[src/rtl/core/fir_filter_49tap_saturating_core_assert.svh]
// ----------------------------------------------------------------------------
// FIR core assertion macros
// Shared concurrent assertion shorthands, clocked on clk, off in reset.
// ----------------------------------------------------------------------------
`ifndef FIR_FILTER_49TAP_SATURATING_CORE_ASSERT_SVH
`define FIR_FILTER_49TAP_SATURATING_CORE_ASSERT_SVH

`ifndef ASSERT_OFF
// condition holds at every edge
`define FIR49_ASSERT(lbl, cond, msg) \
  lbl: assert property (@(posedge clk) disable iff (!rst_n) (cond)) \
    else $error(msg);
// antecedent implies consequent in the same cycle
`define FIR49_ASSERT_IMPL(lbl, ante, cons, msg) \
  lbl: assert property (@(posedge clk) disable iff (!rst_n) (ante) |-> (cons)) \
    else $error(msg);
`else
`define FIR49_ASSERT(lbl, cond, msg)
`define FIR49_ASSERT_IMPL(lbl, ante, cons, msg)
`endif

`endif

[src/rtl/core/fir49_pkg.sv]
// ----------------------------------------------------------------------------
// FIR core package
// Defaults, coefficient ROM, width helpers and control structs.
// ----------------------------------------------------------------------------
package fir49_pkg;

  localparam int TAPS_DEF      = 49;
  localparam int COEF_FRAC_DEF = 16;
  localparam int ROM_LEN       = 49;
  localparam int ROM_FRAC      = 16;
  localparam int ROM_MAG_BITS  = 17;  // signed width of ROM entries

  localparam logic signed [15:0] SMP_MAX = 16'sh7FFF;
  localparam logic signed [15:0] SMP_MIN = -16'sh8000;

  // Q.16 coefficients, symmetric
  localparam logic signed [31:0] COEF_ROM [ROM_LEN] = '{
    -32'sd860,   32'sd1732,   32'sd64,     -32'sd606,   -32'sd734,
    -32'sd512,   -32'sd58,    32'sd472,    32'sd854,    32'sd866,
    32'sd420,    -32'sd368,   -32'sd1160,  -32'sd1532,  -32'sd1164,
    -32'sd40,    32'sd1478,   32'sd2696,   32'sd2848,   32'sd1394,
    -32'sd1714,  -32'sd5920,  -32'sd10206, -32'sd13402, 32'sd50952,
    -32'sd13402, -32'sd10206, -32'sd5920,  -32'sd1714,  32'sd1394,
    32'sd2848,   32'sd2696,   32'sd1478,   -32'sd40,    -32'sd1164,
    -32'sd1532,  -32'sd1160,  -32'sd368,   32'sd420,    32'sd866,
    32'sd854,    32'sd472,    -32'sd58,    -32'sd512,   -32'sd734,
    -32'sd606,   32'sd64,     32'sd1732,   -32'sd860
  };

  typedef struct packed {
    logic valid;
    logic first;
    logic last;
  } mac_ctl_t;

  typedef struct packed {
    logic rd_en;
    logic rd_first;
    logic wr_en;
  } dl_ctl_t;

  function automatic int coef_w(input int frac);
    return ROM_MAG_BITS + ((frac > ROM_FRAC) ? (frac - ROM_FRAC) : 0);
  endfunction

  function automatic int acc_w(input int taps, input int frac);
    return 16 + coef_w(frac) + $clog2(taps);
  endfunction

  // coefficient of tap k rescaled to frac fraction bits, truncated toward zero
  function automatic logic signed [31:0] tap_coef(input int k, input int frac);
    logic signed [31:0] c;
    logic signed [31:0] q;
    logic signed [31:0] msk;
    int dn;
    if (k >= ROM_LEN) begin
      return '0;
    end
    c = COEF_ROM[k];
    if (frac >= ROM_FRAC) begin
      return c <<< (frac - ROM_FRAC);
    end
    dn  = ROM_FRAC - frac;
    q   = c >>> dn;
    msk = (32'sd1 <<< dn) - 32'sd1;
    if (c < 0 && (c & msk) != 0) begin
      q = q + 32'sd1;
    end
    return q;
  endfunction

endpackage

[src/rtl/core/fir49_dline.sv]
// ----------------------------------------------------------------------------
// FIR delay line
// Circular sample memory with a registered read; unwritten slots
// read as zero by way of a fill count.
// ----------------------------------------------------------------------------
`include "fir_filter_49tap_saturating_core_assert.svh"

module fir49_dline #(
  parameter int TAPS = fir49_pkg::TAPS_DEF
) (
  input  logic                      clk,
  input  logic                      rst_n,
  input  fir49_pkg::dl_ctl_t        ctl_i,
  input  logic [$clog2(TAPS)-1:0]   rd_k_i,
  input  logic signed [15:0]        wr_data_i,
  output logic signed [15:0]        rd_q_o
);
  import fir49_pkg::*;

  localparam int DL  = TAPS - 1;
  localparam int ADW = (DL > 1) ? $clog2(DL) : 1;
  localparam int KW  = $clog2(TAPS);

  logic signed [15:0] mem [DL];
  logic signed [15:0] q_r;
  logic               use_r;
  logic [ADW-1:0]     wp_r, wp_nxt;
  logic [ADW-1:0]     ra_r;
  logic [ADW-1:0]     rd_addr, rd_base;
  logic [KW-1:0]      fill_r, fill_nxt;

  // tap 1 sits just behind the write pointer, later taps walk backward
  always_comb begin
    rd_base = ctl_i.rd_first ? wp_r : ra_r;
    rd_addr = (rd_base == '0) ? ADW'(DL - 1) : rd_base - 1'b1;
    wp_nxt  = (wp_r == ADW'(DL - 1)) ? '0 : wp_r + 1'b1;
    fill_nxt = (fill_r == KW'(DL)) ? fill_r : fill_r + 1'b1;
  end

  always_ff @(posedge clk) begin
    if (ctl_i.wr_en) begin
      mem[wp_r] <= wr_data_i;
    end
    if (ctl_i.rd_en) begin
      q_r   <= mem[rd_addr];
      use_r <= (rd_k_i <= fill_r);
      ra_r  <= rd_addr;
    end
  end

  always_ff @(posedge clk) begin
    if (!rst_n) begin
      wp_r   <= '0;
      fill_r <= '0;
    end else if (ctl_i.wr_en) begin
      wp_r   <= wp_nxt;
      fill_r <= fill_nxt;
    end
  end

  assign rd_q_o = use_r ? q_r : '0;

  `FIR49_ASSERT(a_fill_max, fill_r <= KW'(DL), "delay line fill count above depth")
  `FIR49_ASSERT(a_wp_range, wp_r <= ADW'(DL - 1), "delay line write pointer out of range")

endmodule

[src/rtl/core/fir49_mac.sv]
// ----------------------------------------------------------------------------
// FIR multiply-accumulate
// Registered product, exact accumulator, then round and saturate to 16 bits.
// ----------------------------------------------------------------------------
`include "fir_filter_49tap_saturating_core_assert.svh"

module fir49_mac #(
  parameter int TAPS           = fir49_pkg::TAPS_DEF,
  parameter int COEF_FRAC_BITS = fir49_pkg::COEF_FRAC_DEF
) (
  input  logic                                              clk,
  input  logic                                              rst_n,
  input  fir49_pkg::mac_ctl_t                               op_i,
  input  logic signed [15:0]                                smp_i,
  input  logic signed [fir49_pkg::coef_w(COEF_FRAC_BITS)-1:0] coef_i,
  output logic signed [15:0]                                res_o,
  output logic                                              done_o
);
  import fir49_pkg::*;

  localparam int CW = coef_w(COEF_FRAC_BITS);
  localparam int PW = 16 + CW;
  localparam int AW = acc_w(TAPS, COEF_FRAC_BITS);
  localparam int F  = COEF_FRAC_BITS;

  localparam logic signed [AW:0] HALF   = (AW+1)'(64'sd1 <<< (F - 1));
  localparam logic signed [AW:0] SAT_HI = (AW+1)'(64'sd32767 <<< F);
  localparam logic signed [AW:0] SAT_LO = (AW+1)'(-64'sd32768 <<< F);

  logic signed [PW-1:0] prod_r;
  logic                 pv_r, pfirst_r, plast_r;
  logic signed [AW-1:0] acc_r;
  logic                 accd_r;
  logic signed [15:0]   res_r, res_nxt;
  logic                 done_r;
  logic signed [AW:0]   acc_x, rnd_t, q_t;

  // stage 1: product
  always_ff @(posedge clk) begin
    prod_r   <= PW'(smp_i) * PW'(coef_i);
    pfirst_r <= op_i.first;
    plast_r  <= op_i.last;
  end

  // stage 2: accumulate
  always_ff @(posedge clk) begin
    if (pv_r) begin
      acc_r <= pfirst_r ? AW'(prod_r) : acc_r + AW'(prod_r);
    end
  end

  // stage 3: round half up, truncate toward zero, clamp
  always_comb begin
    acc_x = (AW+1)'(acc_r);
    rnd_t = acc_x + HALF;
    q_t   = rnd_t >>> F;
    if (rnd_t[AW] && (rnd_t[F-1:0] != '0)) begin
      q_t = q_t + 1'b1;
    end
    if (acc_x > SAT_HI) begin
      res_nxt = SMP_MAX;
    end else if (acc_x < SAT_LO) begin
      res_nxt = SMP_MIN;
    end else begin
      res_nxt = q_t[15:0];
    end
  end

  always_ff @(posedge clk) begin
    if (accd_r) begin
      res_r <= res_nxt;
    end
  end

  always_ff @(posedge clk) begin
    if (!rst_n) begin
      pv_r   <= 1'b0;
      accd_r <= 1'b0;
      done_r <= 1'b0;
    end else begin
      pv_r   <= op_i.valid;
      accd_r <= pv_r && plast_r;
      done_r <= accd_r;
    end
  end

  assign res_o  = res_r;
  assign done_o = done_r;

  `FIR49_ASSERT_IMPL(a_no_trailing_prod, accd_r, !pv_r, "product in flight after last tap")

endmodule

[src/rtl/core/fir_filter_49tap_saturating_core.sv]
// ----------------------------------------------------------------------------
// 49-tap saturating FIR core
// Direct-form FIR over 16-bit samples with a memory delay line and one
// shared multiply-accumulate; Q.16 coefficient ROM, round and saturate.
// ----------------------------------------------------------------------------
// Usage:
//   Input channel in_valid/in_ready/in_sample_in: one signed 16-bit sample
//   per transfer. Output channel out_valid/out_ready/out_sample_out: one
//   filtered sample per input sample, in order.
//   Timing: the accept cycle reads tap 1 and feeds tap 0 to the MAC; the
//   remaining TAPS-2 delay-line reads follow one per cycle from the single
//   memory read port. The read, product, accumulate and round registers lie
//   between the last read and out_valid, and no new sample is taken until
//   the result of the last one has loaded into the output register.
//   The memory read port and the one MAC serialize the taps of each sample.
//   The new sample is written to the delay line as the result loads into
//   the output register, so the next sample never overlaps a pending write.
//   Reset (rst_n low, synchronous): FSM idle, output empty, write pointer
//   and fill count zero, so the delay line reads as all zeros; no clearing
//   pass is needed.
//   Stall: a result waiting in the output register does not block the next
//   input transfer; the core only holds its finished result back until the
//   output register is free.
// ----------------------------------------------------------------------------
`include "fir_filter_49tap_saturating_core_assert.svh"

module fir_filter_49tap_saturating_core #(
  parameter int TAPS           = fir49_pkg::TAPS_DEF,
  parameter int COEF_FRAC_BITS = fir49_pkg::COEF_FRAC_DEF
) (
  input  logic               clk,
  input  logic               rst_n,
  input  logic               in_valid,
  output logic               in_ready,
  input  logic signed [15:0] in_sample_in,
  output logic               out_valid,
  input  logic               out_ready,
  output logic signed [15:0] out_sample_out
);
  import fir49_pkg::*;

  localparam int DL = TAPS - 1;
  localparam int KW = $clog2(TAPS);
  localparam int CW = coef_w(COEF_FRAC_BITS);
  localparam logic signed [CW-1:0] COEF0 = CW'(tap_coef(0, COEF_FRAC_BITS));

  typedef enum logic [3:0] {
    ST_IDLE = 4'b0001,  // waiting for a sample
    ST_RUN  = 4'b0010,  // issuing delay-line reads
    ST_WAIT = 4'b0100,  // MAC pipeline draining
    ST_HOLD = 4'b1000   // result ready, waiting for output register
  } fir_state_t;

  fir_state_t         state_r, state_nxt;
  logic [KW-1:0]      k_r, rd_k_r, rd_k;
  logic               rd_last, rd_v_r, rd_last_r;
  logic signed [15:0] x_r;
  logic               out_valid_r;
  logic signed [15:0] out_data_r;
  logic               in_xfer, hold_go;

  dl_ctl_t            dl_ctl;
  logic signed [15:0] dl_q;
  mac_ctl_t           mac_op;
  logic signed [15:0] mac_smp;
  logic signed [CW-1:0] mac_coef;
  logic signed [15:0] mac_res;
  logic               mac_done;

  assign in_ready = (state_r == ST_IDLE);
  assign in_xfer  = in_valid && in_ready;
  assign hold_go  = (state_r == ST_HOLD) && (!out_valid_r || out_ready);

  // tap being read this cycle; tap 1 goes out with the accept
  assign rd_k    = (state_r == ST_IDLE) ? KW'(1) : k_r;
  assign rd_last = (rd_k == KW'(DL));

  always_comb begin
    dl_ctl.rd_en    = in_xfer || (state_r == ST_RUN);
    dl_ctl.rd_first = in_xfer;
    dl_ctl.wr_en    = hold_go;
  end

  // tap 0 takes the live sample; other taps come back from the memory
  always_comb begin
    if (in_xfer) begin
      mac_op.valid = 1'b1;
      mac_op.first = 1'b1;
      mac_op.last  = 1'b0;
      mac_smp      = in_sample_in;
      mac_coef     = COEF0;
    end else begin
      mac_op.valid = rd_v_r;
      mac_op.first = 1'b0;
      mac_op.last  = rd_last_r;
      mac_smp      = dl_q;
      mac_coef     = CW'(tap_coef(int'(rd_k_r), COEF_FRAC_BITS));
    end
  end

  always_comb begin
    state_nxt = state_r;
    unique case (state_r)
      ST_IDLE: begin
        if (in_xfer) begin
          state_nxt = rd_last ? ST_WAIT : ST_RUN;
        end
      end
      ST_RUN: begin
        if (rd_last) begin
          state_nxt = ST_WAIT;
        end
      end
      ST_WAIT: begin
        if (mac_done) begin
          state_nxt = ST_HOLD;
        end
      end
      ST_HOLD: begin
        if (hold_go) begin
          state_nxt = ST_IDLE;
        end
      end
      default: state_nxt = ST_IDLE;
    endcase
  end

  always_ff @(posedge clk) begin
    if (!rst_n) begin
      state_r     <= ST_IDLE;
      rd_v_r      <= 1'b0;
      rd_last_r   <= 1'b0;
      out_valid_r <= 1'b0;
    end else begin
      state_r   <= state_nxt;
      rd_v_r    <= dl_ctl.rd_en;
      rd_last_r <= dl_ctl.rd_en && rd_last;
      if (hold_go) begin
        out_valid_r <= 1'b1;
      end else if (out_ready) begin
        out_valid_r <= 1'b0;
      end
    end
  end

  always_ff @(posedge clk) begin
    if (dl_ctl.rd_en) begin
      k_r    <= rd_k + 1'b1;
      rd_k_r <= rd_k;
    end
    if (in_xfer) begin
      x_r <= in_sample_in;
    end
    if (hold_go) begin
      out_data_r <= mac_res;
    end
  end

  fir49_dline #(
    .TAPS (TAPS)
  ) u_dline (
    .clk       (clk),
    .rst_n     (rst_n),
    .ctl_i     (dl_ctl),
    .rd_k_i    (rd_k),
    .wr_data_i (x_r),
    .rd_q_o    (dl_q)
  );

  fir49_mac #(
    .TAPS           (TAPS),
    .COEF_FRAC_BITS (COEF_FRAC_BITS)
  ) u_mac (
    .clk    (clk),
    .rst_n  (rst_n),
    .op_i   (mac_op),
    .smp_i  (mac_smp),
    .coef_i (mac_coef),
    .res_o  (mac_res),
    .done_o (mac_done)
  );

  assign out_valid      = out_valid_r;
  assign out_sample_out = out_data_r;

  `FIR49_ASSERT_IMPL(a_done_in_wait, mac_done, state_r == ST_WAIT, "MAC result outside drain")
  `FIR49_ASSERT_IMPL(a_wr_no_rd, dl_ctl.wr_en, !rd_v_r && !dl_ctl.rd_en, "write overlaps read")

endmodule

[config.mk]
export PLATFORM = sky130hd
export DESIGN_NAME = fir_filter_49tap_saturating_core
export DESIGN_NICKNAME = d
export VERILOG_FILES = /design/src/rtl/core/fir49_pkg.sv /design/src/rtl/core/fir49_dline.sv /design/src/rtl/core/fir49_mac.sv /design/src/rtl/core/fir_filter_49tap_saturating_core.sv
export VERILOG_INCLUDE_DIRS = /design/src /design/src/rtl/core
export SDC_FILE = /design/constraint.sdc
export NUM_CORES = 2
export LEC_CHECK = 0
export BUFFER_PORTS_ARGS = -buffer_cell sky130_fd_sc_hd__buf_2
export CAP_MARGIN = 20
export CORE_UTILIZATION = 50
export CTS_BUF_LIST = sky130_fd_sc_hd__clkbuf_4
export CTS_CLUSTER_DIAMETER = 30
export DETAILED_ROUTE_END_ITERATION = 10
export PLACE_DENSITY = 0.65
export SYNTH_ARGS = -nofsm -noshare
export SYNTH_HDL_FRONTEND = slang
export SYNTH_SLANG_ARGS = --single-unit
[constraint.sdc]
create_clock -name clk -period 9.9 [get_ports clk]
set_clock_uncertainty 0.15 [all_clocks]
set_input_delay 1.98 -clock clk [delete_from_list [all_inputs] [get_ports clk]]
set_output_delay 1.98 -clock clk [all_outputs]
set_load 0.01 [all_outputs]
# --- After elaboration in Yosys (flattened, before gate mapping) ---
# Memory sizes are Yosys's and may differ from the RTL's. A register that Yosys moved wholly into a read port is not among the register bits.
# Cells that the tools add are included.
word_totals:
  ff_bits: 163
  ram_bits: 768
  romBits: 2048
  in_bits: 20
  output_inout_bits: 18
  elab_cells: 88
  memories: 2
op_classes:
  addsub: 7
  mul: 1
  order_cmp: 5
  eq_ne: 11
  mux: 27
  bitwise: 2
  reduce_logical: 13
mem_list:
  columns: ["memory", "depth", "word_bits", "read_ports", "rd_clocked_by_memory_dff", "write_ports", "line_no", "text"]
  rows:
  - ["(no name shown)", 64, 32, 1, 0, 0, "fir49_pkg.sv:59", "c = COEF_ROM[k];"]
  - ["u_dline.mem", 48, 16, 1, 1, 1, "fir49_dline.sv:24", "logic signed [15:0] mem [DL];"]
op_table:
  columns: ["cell", "n"]
  rows:
  - ["two-way mux 17 bit", 5]
  - ["two-way mux 16 bit", 4]
  - ["adder 39 x 17 -> 40 bit (second input constant)", 1]
  - ["adder 39 x 33 -> 39 bit", 1]
  - ["greater-than comparator 39 x 32 -> 1 bit (second input constant)", 1]
  - ["less-than comparator 39 x 32 -> 1 bit (second input constant)", 1]
  - ["two-way mux 39 bit", 1]
  - ["multiplier 16 x 17 -> 33 bit", 1]
  - ["greater-or-equal comparator 32 x 7 -> 1 bit (second input constant)", 1]
  - ["inverter 6 -> 32 bit", 1]
  - ["two-way mux 6 bit", 4]
  - ["adder 6 x 1 -> 6 bit (second input constant)", 3]
  - ["== test 6 bit (second input constant)", 3]
  - ["adder 16 x 2 -> 16 bit (second input constant)", 1]
  - ["two-way mux 4 bit", 4]
  - ["one-hot mux 4 bit (4 select lines)", 1]
  - ["nonzero test 16 bit", 1]
  - ["greater-or-equal comparator 6 bit (second input constant)", 1]
  - ["less-or-equal comparator 6 bit", 1]
  - ["logical NOT 6 bit", 1]
  - ["two-way mux 1 bit", 6]
  - ["two-way mux 3 bit", 2]
  - ["subtractor 6 x 1 -> 6 bit (second input constant)", 1]
  - ["logical AND 1 bit", 5]
  - ["12 further kinds", 15]

# --- Logic depth before layout (Yosys ltp) ---
depth:
  ltp_word: 7
  mapped_depth: 34
  ltp_nobuf: 32

# --- Cells and area by module ---
# From an unflattened synthesis, not the netlist that was laid out.
hier_totals:
  cells_unflattened: 3559
  area_unflattened_um2: 50617.3
modules_own_cells:
  columns: ["module", "instances", "cells_each", "area_each_um2", "seq_area_each_um2"]
  rows:
  - ["fir49_dline", 1, 1495, 31535.2, 23993.0]
  - ["fir49_mac", 1, 1715, 15855.2, 2412.3]
  - ["fir_filter_49tap_saturating_core", 1, 349, 3226.8, 1461.4]

# --- Worst setup path after synthesis ---
# OpenSTA, ideal clock, no wires.
synth_timing:
  path_kind: "in2reg"
  startpoint: "input in_valid"
  endpoint: "register u_mac.prod_r[32]"
  setup_time_ps: 120
  t_arrival_ps: 9077
  t_required_ps: 9630
  setup_slack_ps: 553
  path_stages: 26
  path_buffers: 4
  path_cell_list: "clkbuf_1 > nand2_4 > inv_1 > clkbuf_1 > buf_1 > nand2_1 > nand2_1 > clkbuf_1 > nand2_1 > fa_1 > inv_1 > fa_1 > fa_1 > fa_1 > fa_1 > inv_1 > fa_1 > inv_1 > ha_1 > nand2_1 > or2_2 > o311a_1 > nor3_1 > a211oi_1 > o21a_1 > a211o_1"
synth_rtl:
  columns: ["item", "line_no", "text"]
  rows:
  - ["start, declared", "fir_filter_49tap_saturating_core.sv:33", "input logic in_valid,"]
  - ["end signal, assigned", "fir49_mac.sv:40", "prod_r <= PW'(smp_i) * PW'(coef_i);"]
  - ["end, declared", "fir49_mac.sv:30", "logic signed [PW-1:0] prod_r;"]

# --- Worst setup path in the final report ---
layout_timing:
  startpoint: "register rd_k_r[1]"
  endpoint: "register u_mac.prod_r[32]"
layout_via:
  elab_chain_len: 7
  word_cells_on_any_way: 10
  classes_between: "mul: 1; order compare: 1; mux: 6; bitwise: 1; memory: 1"
layout_rtl:
  columns: ["item", "line_no", "text"]
  rows:
  - ["start, declared", "fir_filter_49tap_saturating_core.sv:55", "logic [KW-1:0] k_r, rd_k_r, rd_k;"]
  - ["start signal, assigned", "fir_filter_49tap_saturating_core.sv:149", "rd_k_r <= rd_k;"]
  - ["inverter 6 -> 32 bit (implied by the code)", "fir49_pkg.sv:59", null]
  - ["memory (64 x 32 bit)", null, null]
  - ["two-way mux 17 bit (implied by the code) (2 in series)", "fir49_pkg.sv:59", null]
  - ["two-way mux 17 bit (*)", "fir49_pkg.sv:59", null]
  - ["two-way mux 17 bit (*)", "fir_filter_49tap_saturating_core.sv:86", "if (in_xfer) begin"]
  - ["multiplier 16 x 17 -> 33 bit (*)", "fir49_mac.sv:40", null]
# Mark *: on every way between the ends. The rest lies on a longest branch, timed or not. The select of a mux whose other input is x is not followed.
# A chain may end at the register's enable or synchronous reset.

==> out/metrics.csv <==
stage;metric;value;unit
min_path;min_path_type;flip-flop to flip-flop;
route;wire_per_inst;23.0;um
timing;fmaxAchievable;113;MHz
grt;grt-ovfl-total;0;
placed_design;routabilityCongestion;0.924;
route;viasPerCell;5.82;
logic_synthesis;ys_seq_area_share;55.5;%
timing;hold_viol_final;0;
setup_path;critPathTopFamily;adder cells;
setup_path;worstSetupEndpoint;u_mac.prod_r[32];
cts;cts_tree;yes;
status;status;finished clean;
cts;hold_buffers;0;
cts;cts-root-buf;clkbuf_4;
logic_synthesis;netlist_area;50100;um2
final_layout;nets;4504;
cts;cts_buffers;277;
grt;track_usage;25.3;%
setup_path;r2r_end;u_mac.prod_r[32];
grt;grt_pass1_vias;32700;
route;vias;32300;
cts;clk_pin_slew_worst_paths;0.06;ns
logic_synthesis;synth_seq_cells;945;
floorplanning;dieArea;102000;um2
cts;htree_levels;5;
setup_path;cp.arrival;9.74;ns
logic_synthesis;synth-xor-area-share;1.61;%
grt;antenna_found_initial;8;
timing;period_needed;8.86;ns
run;drv_cap;0;
cts;cts_sinks;945;
floorplanning;fp-row-count;115;
floorplanning;ios;38;
setup_path;cp_max_fo;12;
placed_design;dp_hpwl;83200;um
final_layout;drive_above_1_share;17.8;%
setup_path;required;10.78;ns
cts;clock_latency;1.17;ns
floorplanning;die_y;319;um
timing;setup_tns;0;ns
timing;setup_viol;0;
logic_synthesis;synth_top_area_cell;edfxtp_1;
setup_path;slowest_delay;0.86;ns
logic_synthesis;synth_edf_count;889;
logic_synthesis;ys_async_sr_fraction;0;%
setup_path;cp.depth;28;
placed_design;io_buffers;37;
logic_synthesis;yosysUniqueCellTypes;81;
logic_synthesis;syn_nets;4253;
placed_design;place_inst;5084;
logic_synthesis;synth_compound_area_share;7.25;%
logic_synthesis;ys_warn_count;0;
cts;ctsResizeCount;0;
setup_path;cp-start-kind;flip-flop;
setup_path;critical_path.slowest_cell;o21ai_1;
setup_path;critPathBufInv;5;
floorplanning;start_util;50.7;%
timing;max_slew_margin;25.6;%
setup_path;reg2reg_slack;1.04;ns
setup_path;worst_setup_path_end_kind;flip-flop;
final_layout;finish.utilization;56.0;%
route;drc_errors;0;
final_layout;fin_area;55300;um2
setup_path;reg2reg_depth;28;
route;drtPass1Iterations;5;
setup_path;regToRegStartpoint;rd_k_r[1];
timing;min_period_over_period;89.5;%
placed_design;dpl_cell_area;52000;um2
timing;rsz0062_at_grt;false;
setup_path;crit_top_cell;fa_1;
setup_path;crit_start;rd_k_r[1];
logic_synthesis;synth-adder-area-share;14.1;%
logic_synthesis;synth_area_leaders;edfxtp_1 (53%), fa_1 (11%), mux4_2 (5.8%), ha_1 (3.5%), inv_1 (2.7%);
logic_synthesis;netlist_instances;3827;
logic_synthesis;syn_avg_cell_area;13.1;um2
floorplanning;die_w;319;um
route;initialDrtViolationCount;3060;
route;routed_wl;127000;um
cts;cts_max_path_buffers;4;
logic_synthesis;synth-simple-area-share;10.0;%
grt;grt_first_pass_wirelength;193000;um
setup_path;critPathKind;flip-flop to flip-flop;
logic_synthesis;synth.area.mux_share;7.08;%
grt;grt_max_degree;104;
timing;maxSlewViolCount;0;
timing;tightestPinTransition;1.11;ns
final_layout;finalNonFillerCells;5544;
cts;cts_setup_buffers;0;
final_layout;syn_to_final_growth;10.4;%
logic_synthesis;synth_top_area_share;53.3;%
floorplanning;core_area;98900;um2
logic_synthesis;ys.flop_type;edfxtp_1;
route;antenna_left;0;
logic_synthesis;synth_top_family_by_area;adder cells;
[worst min path at each step]
| stage | startpoint | depth (start not counted) | endpoint |
|---|---|---|---|
| after floorplan | u_mac.res_o[0] | 0 | out_sample_out[0] |
| after global placement | u_mac.res_o[8] | 0 | out_sample_out[8] |
| after detailed placement | u_mac.res_o[6] | 0 | out_sample_out[6] |
| after CTS | u_mac.res_o[4] | 0 | out_sample_out[4] |
| after global routing | u_mac.res_o[8] | 0 | out_sample_out[8] |
| final | u_mac.res_o[4] | 0 | out_sample_out[4] |
[Yosys cell counts (36+ instances only)]
library cell  number
fa_1             264
and3_1            36
nand2_1          352
nand4_1           39
nand3_1          131
xnor2_1           57
nor3_1            38
inv_1            359
mux4_2           128
o21ai_0          142
clkbuf_1         121
nor2_1           311
edfxtp_1         889
dfxtp_1           56
ha_1             142
a21oi_1          125
mux2i_1           45
[state kept, by name, indices dropped and copies added (netlist names)]
| signal | count |
|---|---|
| u_mac.pfirst_r | 1 |
| u_mac.done_o | 1 |
| rd_k_r | 6 |
| u_mac.pv_r | 1 |
| u_mac.prod_r | 32 |
| out_sample_out | 16 |
| rd_v_r | 1 |
| u_dline.q_r | 16 |
| rd_last_r | 1 |
| x_r | 16 |
| u_mac.accd_r | 1 |
| u_dline.wp_r | 6 |
| u_mac.acc_r | 38 |
| k_r | 6 |
| u_dline.mem | 768 |
| u_mac.res_o | 16 |
| u_dline.fill_r | 6 |
| u_mac.plast_r | 1 |
| state_r | 4 |
| u_dline.use_r | 1 |
| out_valid | 1 |
| u_dline.ra_r | 6 |
[placed cells by master (no fill, tap or decap), types with 13 or more instances in the layout]
master,count
nand3_1,131
or2_2,13
buf_2,37
fa_1,264
clkbuf_4,404
a211oi_1,35
nor3_1,38
mux2i_1,45
nand2b_1,29
dfxtp_1,54
buf_4,109
o2111ai_1,17
clkinv_1,33
ha_1,142
xnor2_1,57
o22ai_1,24
o31ai_1,16
nor2b_1,34
inv_1,358
a21oi_1,124
and3_1,36
edfxtp_1,889
o21ai_1,23
nor4_1,16
a311o_1,13
nand4_1,39
o311ai_1,15
nor2_1,310
a21o_1,27
nand2_1,351
and2_1,32
a32o_1,25
xor2_1,35
o21ai_0,141
mux4_2,128
a31oi_1,16
[cell type report]
cell class,count,area (um2)
clock inverter,50,228
sequential,945,27800
timing repair buffer,153,1130
multi-input combinational,2335,20100
antenna,5,12.5
inverter,366,1390
fill,8130,43500
tap,1287,1610
clock buffer,403,3030
[worst register-to-register path, delay by kind of cell, from the launching register on]
| kind | cells | cell delay (ns) |
|---|---|---|
| flip-flops | 1 | 0.59 |
| AO/OA/AOI/OAI | 9 | 2.52 |
| AND/OR/NAND/NOR | 6 | 1.22 |
| adder cells (fa/ha/maj) | 8 | 3.80 |
| buffers and inverters | 5 | 0.47 |
[through the flow]
stage,worst slack (ns),hold WS [ns]
4_1_cts,1.09,0.270
3_5_place_dp,0.561,0.256
3_3_place_gp,0.691,0.253
5_1_grt,0.594,0.278
2_1_floorplan,0.553,0.250
6_report,1.04,0.266
[logic make-up after synthesis]
group | Yosys count
compound gates | 558
xor+xnor | 92
fa+ha+maj | 406
buf+inv | 547
flops | 945
mux | 192
simple gates | 1087
[layer usage]
| layer | up-vias | wire [um] | track usage [%] |
|---|---|---|---|
| met3 | 302 | 10900 | 5.93 |
| met1 | 16000 | 50300 | 32.2 |
| li1 | 14500 | - | - |
| met2 | 1435 | 61200 | 41.3 |
| met5 | - | 69 | 0 |
| met4 | 10 | 4960 | 11.4 |
Power is left out: the tool's default activity adds up to more than one toggle a clock period on the data nets, which glitch-free logic cannot reach.
